[config.mk]
export PLATFORM = sky130hd
export DESIGN_NAME = blake2s_stream_hasher
export DESIGN_NICKNAME = d
export VERILOG_FILES = /design/src/rtl/b2s_pkg.sv /design/src/rtl/b2s_ram.sv /design/src/rtl/blake2s_stream_hasher.sv
export SDC_FILE = /design/constraint.sdc
export NUM_CORES = 2
export LEC_CHECK = 0
export ABC_CLOCK_PERIOD_IN_PS = 11970
export BUFFER_PORTS_ARGS = -buffer_cell sky130_fd_sc_hd__buf_2
export CORE_UTILIZATION = 59
export DETAILED_ROUTE_END_ITERATION = 6
export PLACE_DENSITY = 0.74
export RECOVER_POWER = 25
export SLEW_MARGIN = 10
export SYNTH_ARGS = -nofsm -noshare
export SYNTH_HDL_FRONTEND = slang
export SYNTH_HIERARCHICAL = 1
export SYNTH_SLANG_ARGS = --single-unit
[constraint.sdc]
create_clock -name clock -period 11.97 [get_ports clock]
set_input_delay 0.5985 -clock clock [delete_from_list [all_inputs] [get_ports clock]]
set_output_delay 0.5985 -clock clock [all_outputs]
set_load 0.1 [all_outputs]
[src/rtl/b2s_pkg.sv]
// shared types, constants and tables for the blake2s stream hasher
`default_nettype none
package b2s_pkg;

   localparam int BLOCK_BYTES = 64;
   localparam int ROUND_COUNT = 10;
   localparam int FILL_W      = 7;
   localparam int CSR_IDX_W   = 3;

   localparam logic [31:0] PARAM_WORD = 32'h0101_0020;

   localparam logic [CSR_IDX_W-1:0] CSR_KEY_LENGTH = 3'd0;
   localparam logic [CSR_IDX_W-1:0] CSR_KEY_WORD_0 = 3'd1;
   localparam logic [CSR_IDX_W-1:0] CSR_KEY_WORD_1 = 3'd2;
   localparam logic [CSR_IDX_W-1:0] CSR_KEY_WORD_2 = 3'd3;
   localparam logic [CSR_IDX_W-1:0] CSR_KEY_WORD_3 = 3'd4;

   localparam logic KIND_ABSORB = 1'b0;
   localparam logic KIND_FINISH = 1'b1;

   localparam logic [31:0] IV_WORDS [8] = '{
      32'h6A09E667, 32'hBB67AE85, 32'h3C6EF372, 32'hA54FF53A,
      32'h510E527F, 32'h9B05688C, 32'h1F83D9AB, 32'h5BE0CD19
   };

   localparam logic [3:0] SIGMA [ROUND_COUNT][16] = '{
      '{4'd0, 4'd1, 4'd2, 4'd3, 4'd4, 4'd5, 4'd6, 4'd7,
        4'd8, 4'd9, 4'd10, 4'd11, 4'd12, 4'd13, 4'd14, 4'd15},
      '{4'd14, 4'd10, 4'd4, 4'd8, 4'd9, 4'd15, 4'd13, 4'd6,
        4'd1, 4'd12, 4'd0, 4'd2, 4'd11, 4'd7, 4'd5, 4'd3},
      '{4'd11, 4'd8, 4'd12, 4'd0, 4'd5, 4'd2, 4'd15, 4'd13,
        4'd10, 4'd14, 4'd3, 4'd6, 4'd7, 4'd1, 4'd9, 4'd4},
      '{4'd7, 4'd9, 4'd3, 4'd1, 4'd13, 4'd12, 4'd11, 4'd14,
        4'd2, 4'd6, 4'd5, 4'd10, 4'd4, 4'd0, 4'd15, 4'd8},
      '{4'd9, 4'd0, 4'd5, 4'd7, 4'd2, 4'd4, 4'd10, 4'd15,
        4'd14, 4'd1, 4'd11, 4'd12, 4'd6, 4'd8, 4'd3, 4'd13},
      '{4'd2, 4'd12, 4'd6, 4'd10, 4'd0, 4'd11, 4'd8, 4'd3,
        4'd4, 4'd13, 4'd7, 4'd5, 4'd15, 4'd14, 4'd1, 4'd9},
      '{4'd12, 4'd5, 4'd1, 4'd15, 4'd14, 4'd13, 4'd4, 4'd10,
        4'd0, 4'd7, 4'd6, 4'd3, 4'd9, 4'd2, 4'd8, 4'd11},
      '{4'd13, 4'd11, 4'd7, 4'd14, 4'd12, 4'd1, 4'd3, 4'd9,
        4'd5, 4'd0, 4'd15, 4'd4, 4'd8, 4'd6, 4'd2, 4'd10},
      '{4'd6, 4'd15, 4'd14, 4'd9, 4'd11, 4'd3, 4'd0, 4'd8,
        4'd12, 4'd2, 4'd13, 4'd7, 4'd1, 4'd4, 4'd10, 4'd5},
      '{4'd10, 4'd2, 4'd8, 4'd4, 4'd7, 4'd6, 4'd1, 4'd5,
        4'd15, 4'd11, 4'd9, 4'd14, 4'd3, 4'd12, 4'd13, 4'd0}
   };

   // working vector indexes a, b, c, d of each mixing step
   localparam logic [15:0] G_INDEX [8] = '{
      {4'd0, 4'd4, 4'd8, 4'd12}, {4'd1, 4'd5, 4'd9, 4'd13},
      {4'd2, 4'd6, 4'd10, 4'd14}, {4'd3, 4'd7, 4'd11, 4'd15},
      {4'd0, 4'd5, 4'd10, 4'd15}, {4'd1, 4'd6, 4'd11, 4'd12},
      {4'd2, 4'd7, 4'd8, 4'd13}, {4'd3, 4'd4, 4'd9, 4'd14}
   };

   typedef enum logic [8:0] {
      S_IDLE     = 9'b000000001,
      S_DISPATCH = 9'b000000010,
      S_OPEN     = 9'b000000100,
      S_LOAD     = 9'b000001000,
      S_ROUND    = 9'b000010000,
      S_FOLD     = 9'b000100000,
      S_EMIT_LO  = 9'b001000000,
      S_EMIT_HI  = 9'b010000000,
      S_EMIT_OUT = 9'b100000000
   } state_type;

endpackage
`default_nettype wire

[src/rtl/b2s_ram.sv]
// generic single write, single registered read memory
`default_nettype none
module b2s_ram #(
   parameter int WIDTH = 32,
   parameter int DEPTH = 16
) (
   input  wire logic                     clock,
   input  wire logic                     wr_en,
   input  wire logic [$clog2(DEPTH)-1:0] wr_addr,
   input  wire logic [WIDTH-1:0]         wr_data,
   input  wire logic                     rd_en,
   input  wire logic [$clog2(DEPTH)-1:0] rd_addr,
   output      logic [WIDTH-1:0]         rd_data
);
   logic [WIDTH-1:0] mem_ff [DEPTH];

   always_ff @(posedge clock) begin
      if (wr_en) begin
         mem_ff[wr_addr] <= wr_data;
      end
      if (rd_en) begin
         rd_data <= mem_ff[rd_addr];
      end
   end
endmodule
`default_nettype wire

[src/rtl/blake2s_stream_hasher.sv]
// blake2s-256 stream hasher top level
//
// channel  direction  fields
// req      in         tdata: data_byte[7:0]; tuser: kind
// rsp      out        tdata: digest_word[63:0]; tuser: word_index; tlast: last_word
// csr      in         index: register number; data: register value
//
// an absorbed byte passes through dispatch back to idle; a byte that follows a full
// block adds a compression first (80 mixing steps on one adder pair)
// opening a message writes the key block and the initial chain into the memories
// a finish compresses the last block then emits four words, each held until taken
// reset is synchronous; no clearing pass, memories are written on message open
`default_nettype none
module blake2s_stream_hasher (
   input  wire logic                             clock,
   input  wire logic                             reset,
   input  wire logic                             req_tvalid,
   output      logic                             req_tready,
   input  wire logic [7:0]                       req_tdata,   // data_byte
   input  wire logic                             req_tuser,   // kind
   output      logic                             rsp_tvalid,
   input  wire logic                             rsp_tready,
   output      logic [63:0]                      rsp_tdata,   // digest_word
   output      logic [1:0]                       rsp_tuser,   // word_index
   output      logic                             rsp_tlast,
   input  wire logic                             csr_valid,
   output      logic                             csr_ready,
   input  wire logic [b2s_pkg::CSR_IDX_W-1:0]    csr_index,
   input  wire logic [63:0]                      csr_data
);
   import b2s_pkg::*;

   state_type state_ff, state_in;
   logic [5:0]  key_len_ff;
   logic [63:0] key_ff [4];
   logic        kind_ff, kind_in;
   logic [7:0]  byte_ff, byte_in;
   logic        open_ff, open_in;
   logic        final_ff, final_in;
   logic [FILL_W-1:0] fill_ff, fill_in;
   logic [63:0] count_ff, count_in;
   logic [31:0] acc_ff, acc_in;
   logic [4:0]  cnt_ff, cnt_in;
   logic [3:0]  rnd_ff, rnd_in;
   logic [2:0]  g_ff, g_in;
   logic [1:0]  ph_ff, ph_in;
   logic [3:0]  midx_ff, midx_in;
   logic [31:0] v_ff [16];
   logic [31:0] v_in [16];
   logic        rsp_valid_ff, rsp_valid_in;
   logic [63:0] rsp_data_ff, rsp_data_in;
   logic [1:0]  k_ff, k_in;

   logic        buf_we, buf_re, ch_we, ch_re;
   logic [3:0]  buf_wa, buf_ra;
   logic [2:0]  ch_wa, ch_ra;
   logic [31:0] buf_wd, buf_rd, ch_wd, ch_rd;

   logic [5:0]  klen;
   logic [31:0] key_half, key_masked, m_word, a_new, c_new, x_ad, x_bc;
   logic [15:0] gi;
   logic [3:0]  ia, ib, ic, id, nrnd;
   logic [1:0]  lane;
   logic [2:0]  ngidx;
   logic [4:0]  pos_word;

   b2s_ram #(.WIDTH(32), .DEPTH(16)) u_buf (
      .clock(clock), .wr_en(buf_we), .wr_addr(buf_wa), .wr_data(buf_wd),
      .rd_en(buf_re), .rd_addr(buf_ra), .rd_data(buf_rd)
   );

   b2s_ram #(.WIDTH(32), .DEPTH(8)) u_chain (
      .clock(clock), .wr_en(ch_we), .wr_addr(ch_wa), .wr_data(ch_wd),
      .rd_en(ch_re), .rd_addr(ch_ra), .rd_data(ch_rd)
   );

   assign req_tready = (state_ff == S_IDLE);
   assign csr_ready  = 1'b1;
   assign rsp_tvalid = rsp_valid_ff;
   assign rsp_tdata  = rsp_data_ff;
   assign rsp_tuser  = k_ff;
   assign rsp_tlast  = (k_ff == 2'd3);

   always_comb begin
      klen = (key_len_ff > 6'd32) ? 6'd32 : key_len_ff;
      key_half = cnt_ff[0] ? key_ff[cnt_ff[2:1]][63:32] : key_ff[cnt_ff[2:1]][31:0];
      for (int b = 0; b < 4; b++) begin
         key_masked[b*8 +: 8] = ({1'b0, cnt_ff[2:0], 2'(b)} < klen && !cnt_ff[3])
            ? key_half[b*8 +: 8] : 8'd0;
      end
      gi = G_INDEX[g_ff];
      ia = gi[15:12];
      ib = gi[11:8];
      ic = gi[7:4];
      id = gi[3:0];
      m_word = ({1'b0, midx_ff, 2'b00} >= fill_ff) ? 32'd0 : buf_rd;
      a_new = v_ff[ia] + v_ff[ib] + m_word;
      c_new = v_ff[ic] + v_ff[id];
      x_ad = v_ff[id] ^ a_new;
      x_bc = v_ff[ib] ^ c_new;
      nrnd = (g_ff == 3'd7) ? ((rnd_ff == 4'(ROUND_COUNT - 1)) ? 4'd0 : rnd_ff + 4'd1)
                            : rnd_ff;
      ngidx = g_ff + 3'd1;
      lane = fill_ff[1:0];
      pos_word = fill_ff[6:2];
   end

   always_comb begin
      state_in = state_ff;
      kind_in = kind_ff;
      byte_in = byte_ff;
      open_in = open_ff;
      final_in = final_ff;
      fill_in = fill_ff;
      count_in = count_ff;
      acc_in = acc_ff;
      cnt_in = cnt_ff;
      rnd_in = rnd_ff;
      g_in = g_ff;
      ph_in = ph_ff;
      midx_in = midx_ff;
      v_in = v_ff;
      rsp_valid_in = rsp_valid_ff;
      rsp_data_in = rsp_data_ff;
      k_in = k_ff;
      buf_we = 1'b0;
      buf_wa = pos_word[3:0];
      buf_wd = 32'd0;
      buf_re = 1'b0;
      buf_ra = midx_ff;
      ch_we = 1'b0;
      ch_wa = cnt_ff[2:0];
      ch_wd = 32'd0;
      ch_re = 1'b0;
      ch_ra = cnt_ff[2:0];
      case (state_ff)
         S_IDLE: begin
            if (req_tvalid) begin
               kind_in = req_tuser;
               byte_in = req_tdata;
               state_in = S_DISPATCH;
            end
         end
         S_DISPATCH: begin
            cnt_in = 5'd0;
            if (!open_ff) begin
               state_in = S_OPEN;
            end else if (kind_ff == KIND_FINISH) begin
               count_in = count_ff + 64'(fill_ff);
               final_in = 1'b1;
               state_in = S_LOAD;
            end else if (fill_ff == FILL_W'(BLOCK_BYTES)) begin
               count_in = count_ff + 64'(BLOCK_BYTES);
               final_in = 1'b0;
               state_in = S_LOAD;
            end else begin
               acc_in = ((lane == 2'd0) ? 32'd0 : acc_ff) | (32'(byte_ff) << {lane, 3'b000});
               buf_we = 1'b1;
               buf_wd = acc_in;
               fill_in = fill_ff + 7'd1;
               state_in = S_IDLE;
            end
         end
         S_OPEN: begin
            buf_we = 1'b1;
            buf_wa = cnt_ff[3:0];
            buf_wd = key_masked;
            ch_we = !cnt_ff[3];
            ch_wd = IV_WORDS[cnt_ff[2:0]] ^
                    ((cnt_ff[2:0] == 3'd0) ? (PARAM_WORD ^ (32'(klen) << 8)) : 32'd0);
            cnt_in = cnt_ff + 5'd1;
            if (cnt_ff == 5'd15) begin
               open_in = 1'b1;
               count_in = 64'd0;
               fill_in = (klen != 6'd0) ? FILL_W'(BLOCK_BYTES) : 7'd0;
               state_in = S_DISPATCH;
            end
         end
         S_LOAD: begin
            ch_re = !cnt_ff[3];
            if (cnt_ff == 5'd0) begin
               for (int i = 0; i < 8; i++) begin
                  v_in[i + 8] = IV_WORDS[i];
               end
               v_in[12] = IV_WORDS[4] ^ count_ff[31:0];
               v_in[13] = IV_WORDS[5] ^ count_ff[63:32];
               v_in[14] = final_ff ? ~IV_WORDS[6] : IV_WORDS[6];
            end else begin
               v_in[4'(cnt_ff - 5'd1)] = ch_rd;
            end
            cnt_in = cnt_ff + 5'd1;
            if (cnt_ff == 5'd8) begin
               buf_re = 1'b1;
               buf_ra = SIGMA[0][0];
               midx_in = SIGMA[0][0];
               rnd_in = 4'd0;
               g_in = 3'd0;
               ph_in = 2'd0;
               state_in = S_ROUND;
            end
         end
         S_ROUND: begin
            ph_in = ph_ff + 2'd1;
            if (!ph_ff[0]) begin
               v_in[ia] = a_new;
               v_in[id] = ph_ff[1] ? {x_ad[7:0], x_ad[31:8]} : {x_ad[15:0], x_ad[31:16]};
            end else begin
               v_in[ic] = c_new;
               v_in[ib] = ph_ff[1] ? {x_bc[6:0], x_bc[31:7]} : {x_bc[11:0], x_bc[31:12]};
            end
            if (ph_ff == 2'd0) begin
               buf_re = 1'b1;
               buf_ra = SIGMA[rnd_ff][{g_ff, 1'b1}];
               midx_in = buf_ra;
            end
            if (ph_ff == 2'd3) begin
               buf_re = 1'b1;
               buf_ra = SIGMA[nrnd][{ngidx, 1'b0}];
               midx_in = buf_ra;
               g_in = ngidx;
               rnd_in = nrnd;
               if (g_ff == 3'd7 && rnd_ff == 4'(ROUND_COUNT - 1)) begin
                  cnt_in = 5'd0;
                  state_in = S_FOLD;
               end
            end
         end
         S_FOLD: begin
            ch_re = !cnt_ff[3];
            if (cnt_ff != 5'd0) begin
               ch_we = 1'b1;
               ch_wa = 3'(cnt_ff - 5'd1);
               ch_wd = ch_rd ^ v_ff[{1'b0, ch_wa}] ^ v_ff[{1'b1, ch_wa}];
            end
            cnt_in = cnt_ff + 5'd1;
            if (cnt_ff == 5'd8) begin
               fill_in = 7'd0;
               if (final_ff) begin
                  open_in = 1'b0;
                  count_in = 64'd0;
                  k_in = 2'd0;
                  state_in = S_EMIT_LO;
               end else begin
                  state_in = S_DISPATCH;
               end
            end
         end
         S_EMIT_LO: begin
            ch_re = 1'b1;
            ch_ra = {k_ff, 1'b0};
            state_in = S_EMIT_HI;
         end
         S_EMIT_HI: begin
            ch_re = 1'b1;
            ch_ra = {k_ff, 1'b1};
            rsp_data_in[31:0] = ch_rd;
            state_in = S_EMIT_OUT;
         end
         S_EMIT_OUT: begin
            if (!rsp_valid_ff) begin
               rsp_data_in[63:32] = ch_rd;
               rsp_valid_in = 1'b1;
            end else if (rsp_tready) begin
               rsp_valid_in = 1'b0;
               if (k_ff == 2'd3) begin
                  state_in = S_IDLE;
               end else begin
                  k_in = k_ff + 2'd1;
                  state_in = S_EMIT_LO;
               end
            end
         end
         default: begin
            state_in = S_IDLE;
         end
      endcase
   end

   always_ff @(posedge clock) begin
      if (reset) begin
         state_ff <= S_IDLE;
         key_len_ff <= 6'd0;
         for (int i = 0; i < 4; i++) begin
            key_ff[i] <= 64'd0;
         end
         open_ff <= 1'b0;
         fill_ff <= 7'd0;
         count_ff <= 64'd0;
         rsp_valid_ff <= 1'b0;
         k_ff <= 2'd0;
      end else begin
         state_ff <= state_in;
         open_ff <= open_in;
         fill_ff <= fill_in;
         count_ff <= count_in;
         rsp_valid_ff <= rsp_valid_in;
         k_ff <= k_in;
         if (csr_valid) begin
            case (csr_index)
               CSR_KEY_LENGTH: key_len_ff <= csr_data[5:0];
               CSR_KEY_WORD_0: key_ff[0] <= csr_data;
               CSR_KEY_WORD_1: key_ff[1] <= csr_data;
               CSR_KEY_WORD_2: key_ff[2] <= csr_data;
               CSR_KEY_WORD_3: key_ff[3] <= csr_data;
               default: begin
               end
            endcase
         end
      end
   end

   always_ff @(posedge clock) begin
      kind_ff <= kind_in;
      byte_ff <= byte_in;
      final_ff <= final_in;
      acc_ff <= acc_in;
      cnt_ff <= cnt_in;
      rnd_ff <= rnd_in;
      g_ff <= g_in;
      ph_ff <= ph_in;
      midx_ff <= midx_in;
      v_ff <= v_in;
      rsp_data_ff <= rsp_data_in;
   end
endmodule
`default_nettype wire

==> results.json <==
{
  "final_max_slew_viol_count": 866,
  "ff2ff_path_depth": 9,
  "gp_congestion": 1.101,
  "cts-htree-levels": 4,
  "fin_area_sq_um": 97840,
  "switching_power_mw": 3.131,
  "ios": 151,
  "maxSlewHeadroom_pct": -140.4,
  "p_int_mw": 10.43,
  "postRouteAntennaNets": 0,
  "sequentialPowerShare_pct": 51.7,
  "ctsResizeCount": 0,
  "hold_depth": 2,
  "grt_pass1_wl_um": 412200,
  "grt_overflow": 0,
  "post-route-period-util_pct": 70.78,
  "layout.nets": 6492,
  "dieArea_sq_um": 151800,
  "hp-class": "input port to flip-flop",
  "wl_per_cell_um": 34.39,
  "synthesis.nets": 6405,
  "grt_pass1_vias": 58130,
  "pwr_density_cell_nw_per_um2": 138.6,
  "tns_ns": 0,
  "worstSkewPairLatency_ns": 0.87,
  "place_area_sq_um": 92030,
  "numCtsBuffers": 183,
  "syn_area_per_cell_sq_um": 14.34,
  "switching_share_pct": 23.09,
  "clkSinkCount": 1816,
  "worstMarginPinSlew_ns": 3.606,
  "dp.cells": 8077,
  "instances_no_fill": 8431,
  "cp-end-kind": "flip-flop",
  "drc": 18,
  "crit_path_start_kind": "flip-flop",
  "rsz0062_at_grt": "false",
  "r2r-end": "u_chain/mem_ff[3][24]$_DFFE_PP_",
  "r2r-start": "cnt_ff[1]$_DFFE_PP_",
  "clkTransAtPathRegs_ns": 0.07,
  "reg2reg_slack_ns": 3.50,
  "cap_violations": 21,
  "crit_arrival_ns": 9.01,
  "finalHoldViolations": 0,
  "clock_path_buffers": 3,
  "finalSetupViolCount": 0,
  "root_buffer": "clkbuf_16",
  "power_frac_clock_pct": 42.1,
  "peakVddDrop_v": 0.0001301,
  "drt-pass1-iter-count": 7,
  "track_usage_pct": 38.09,
  "core-area_sq_um": 148400,
  "synth_flop_cell": "edfxtp_1",
  "dp_hpwl_um": 184900,
  "required_ns": 12.51,
  "synth-seq-area-share_pct": 60.44,
  "outcome": "finished, violations left",
  "worstSetupPathType": "flip-flop to flip-flop",
  "port_buffers": 149,
  "synth_warnings": 6,
  "min_from": "csr_data[63]",
  "final_core_utilization_pct": 65.94,
  "async_flop_share_pct": 0,
  "drt_iter0_markers": 9872,
  "p_leak_nw": 30.92,
  "skew_ns": 0.08730,
  "syn_area_sq_um": 88640,
  "start_util_pct": 59.74,
  "routed_wl_um": 290000,
  "fp.dieH_um": 389.6,
  "syn2layout_area_growth_pct": 10.38,
  "synth_edf_count": 1720,
  "post_cts_buffers": 0,
  "dieWidth_um": 389.6,
  "drive_gt1_share_pct": 17.16,
  "grt_antenna_before_repair": 18,
  "synthDistinctLibCells": 92,
  "rows": 141,
  "fin_crit_ns": 8.472,
  "whs_endpoint": "key_ff[2][63]$_SDFFCE_PN0P_",
  "path_max_fanout": 41,
  "violations": "DRC, capacitance limit, slew limit",
  "p_comb_share_pct": 6.2,
  "timing.fmax_mhz": 118.0,
  "synth_cells": 6181,
  "vias": 60400,
  "cts_tree": "done",
  "grt_max_degree": 74,
  "synth-seq-cells": 1816,
  "viasPerCell": 7.164
}
-- cell usage after synthesis, drive strengths merged, types with 27 or more instances --
master / number / area, sq um
o21ai: 262 / 1311
o22ai: 394 / 2479
mux4: 514 / 11730
a21oi: 205 / 1026
mux2: 38 / 427.9
nor2b: 31 / 193.9
nor3: 55 / 280.3
nand3: 75 / 380.4
nand2b: 27 / 168.9
a211oi: 28 / 222.7
a21o: 51 / 382.9
a31oi: 34 / 212.7
nand4: 28 / 175.2
o221ai: 100 / 875.8
buf: 117 / 596.8
xnor2: 172 / 1506
nand2: 463 / 1738
ha: 109 / 1364
and3: 39 / 244.0
inv: 216 / 810.8
edfxtp: 1720 / 51650
xor2: 102 / 893.4
dfxtp: 96 / 1922
and2: 281 / 1758
fa: 34 / 680.7
clkbuf: 322 / 1210
mux2i: 66 / 660.6
nor2: 250 / 945.9
a22oi: 86 / 645.6
-- worst max-delay path by stage --
stage	startpoint	endpoint	slack [ns]	cells past startpoint
detailed placement	g_ff[0]$_SDFFCE_PN0P_	v_ff[70]$_DFFE_PP_	4.64	18
global placement	g_ff[0]$_SDFFCE_PN0P_	v_ff[45]$_DFFE_PP_	4.69	19
finish	cnt_ff[1]$_DFFE_PP_	u_chain/mem_ff[3][24]$_DFFE_PP_	3.50	9
CTS	g_ff[0]$_SDFFCE_PN0P_	v_ff[70]$_DFFE_PP_	4.62	18
global route	cnt_ff[1]$_DFFE_PP_	u_chain/mem_ff[2][5]$_DFFE_PP_	3.61	9
floorplan	g_ff[0]$_SDFFCE_PN0P_	v_ff[11]$_DFFE_PP_	5.45	24
-- worst max-delay path, cell delays in order, from the launching register on --
cell	delay, ns
edfxtp_1	0.86
inv_1	0.46
ha_1	1.61
clkbuf_1	1.81
buf_4	0.82
mux4_2	0.54
xnor2_1	0.17
o21ai_0	0.81
xnor2_1	0.18
o21ai_0	0.76
-- metrics by stage --
step | total power, mW | hold slack [ns] | worst slack (ns)
after detailed placement | 7.947 | 0.4916 | 4.638
after floorplan | 7.648 | 0.4430 | 5.450
after global placement | 7.935 | 0.4793 | 4.693
final | 13.56 | 0.05131 | 3.498
after global routing | 13.82 | 0.04073 | 3.605
after CTS | 13.55 | 0.01160 | 4.616
-- per-layer routing --
metal / track usage [%] / up-vias / wire (um)
li1: - / 24520 / -
met1: 48.43 / 29910 / 98570
met2: 57.85 / 4875 / 130300
met3: 10.86 / 1084 / 38370
met4: 24.32 / 14 / 22630
met5: 0 / - / 106
-- cells by family (layout without fill, tap and decap cells) --
| family | Yosys count | in the layout | share of synthesized area (%) |
|---|---|---|---|
| AO/OA/AOI/OAI | 1329 | 1329 | 9.678 |
| XOR/XNOR | 277 | 277 | 2.787 |
| adder cells (fa/ha/maj) | 143 | 143 | 2.307 |
| buffers and inverters | 659 | 895 | 2.970 |
| flip-flops | 1816 | 1816 | 60.44 |
| multiplexers | 618 | 618 | 14.46 |
| other | 1 | 13 | 0.004231 |
| AND/OR/NAND/NOR | 1338 | 1338 | 7.357 |
-- power by group through the flow --
| stage | Clock [mW] | Sequential [mW] | Combinational (mW) |
|---|---|---|---|
| final | 5.71 | 7.00 | 0.843 |
| after global routing | 5.95 | 7.01 | 0.862 |
| after CTS | 5.73 | 7.00 | 0.820 |
| after detailed placement | 0 | 7.13 | 0.813 |
| after global placement | 0 | 7.13 | 0.806 |
| after floorplan | 0 | 7.11 | 0.534 |
-- sequential cells by signal, summed over array words and instances, names as in the netlist, 5 cells and up, named ones only --
register	flops
acc_ff	32
byte_ff	8
cnt_ff	5
count_ff	64
fill_ff	7
key_ff	256
key_len_ff	6
rsp_tdata	64
state_ff	9
u_buf/mem_ff	512
u_buf/rd_data	32
u_chain/mem_ff	256
u_chain/rd_data	32
v_ff	512
-- cells in the final DEF (no fill, tap or decap), types with 25 or more instances in the layout --
| cell | n |
|---|---|
| edfxtp_1 | 1720 |
| mux4_2 | 474 |
| nand2_1 | 457 |
| o22ai_1 | 393 |
| o21ai_0 | 242 |
| nor2_1 | 224 |
| inv_1 | 212 |
| a21oi_1 | 204 |
| clkbuf_16 | 185 |
| xnor2_1 | 169 |
| buf_4 | 162 |
| and2_0 | 141 |
| and2_1 | 139 |
| clkbuf_1 | 136 |
| ha_1 | 109 |
| xor2_1 | 101 |
| o221ai_1 | 100 |
| dfxtp_1 | 94 |
| a22oi_1 | 78 |
| nand3_1 | 74 |
| buf_2 | 71 |
| mux2i_1 | 66 |
| a21o_1 | 50 |
| nor3_1 | 47 |
| clkinv_1 | 44 |
| mux4_1 | 40 |
| and3_1 | 39 |
| mux2_2 | 38 |
| a31oi_1 | 34 |
| fa_1 | 34 |
| nor2b_1 | 29 |
| nand4_1 | 28 |
| a211oi_1 | 28 |
| clkinv_2 | 28 |
| nand2b_1 | 27 |
| nor2_4 | 25 |
-- what timing repair did --
action / CTS / global route
hold endpoints to repair: 8 / 0
hold buffers: 8 / 0
endpoints found under the setup margin: 0 / 0
-- layout make-up --
cell class,count,area (sq um)
flip-flops and latches,1816,53580
clock buffers,226,4823
clock inverters,108,1142
well taps,2002,2505
diodes,12,30.03
fillers,10380,50530
multi-input cells,3706,32890
repair buffers,341,2043
inverters,220,825.8
No activity file was read; power rests on OpenSTA's default activity.
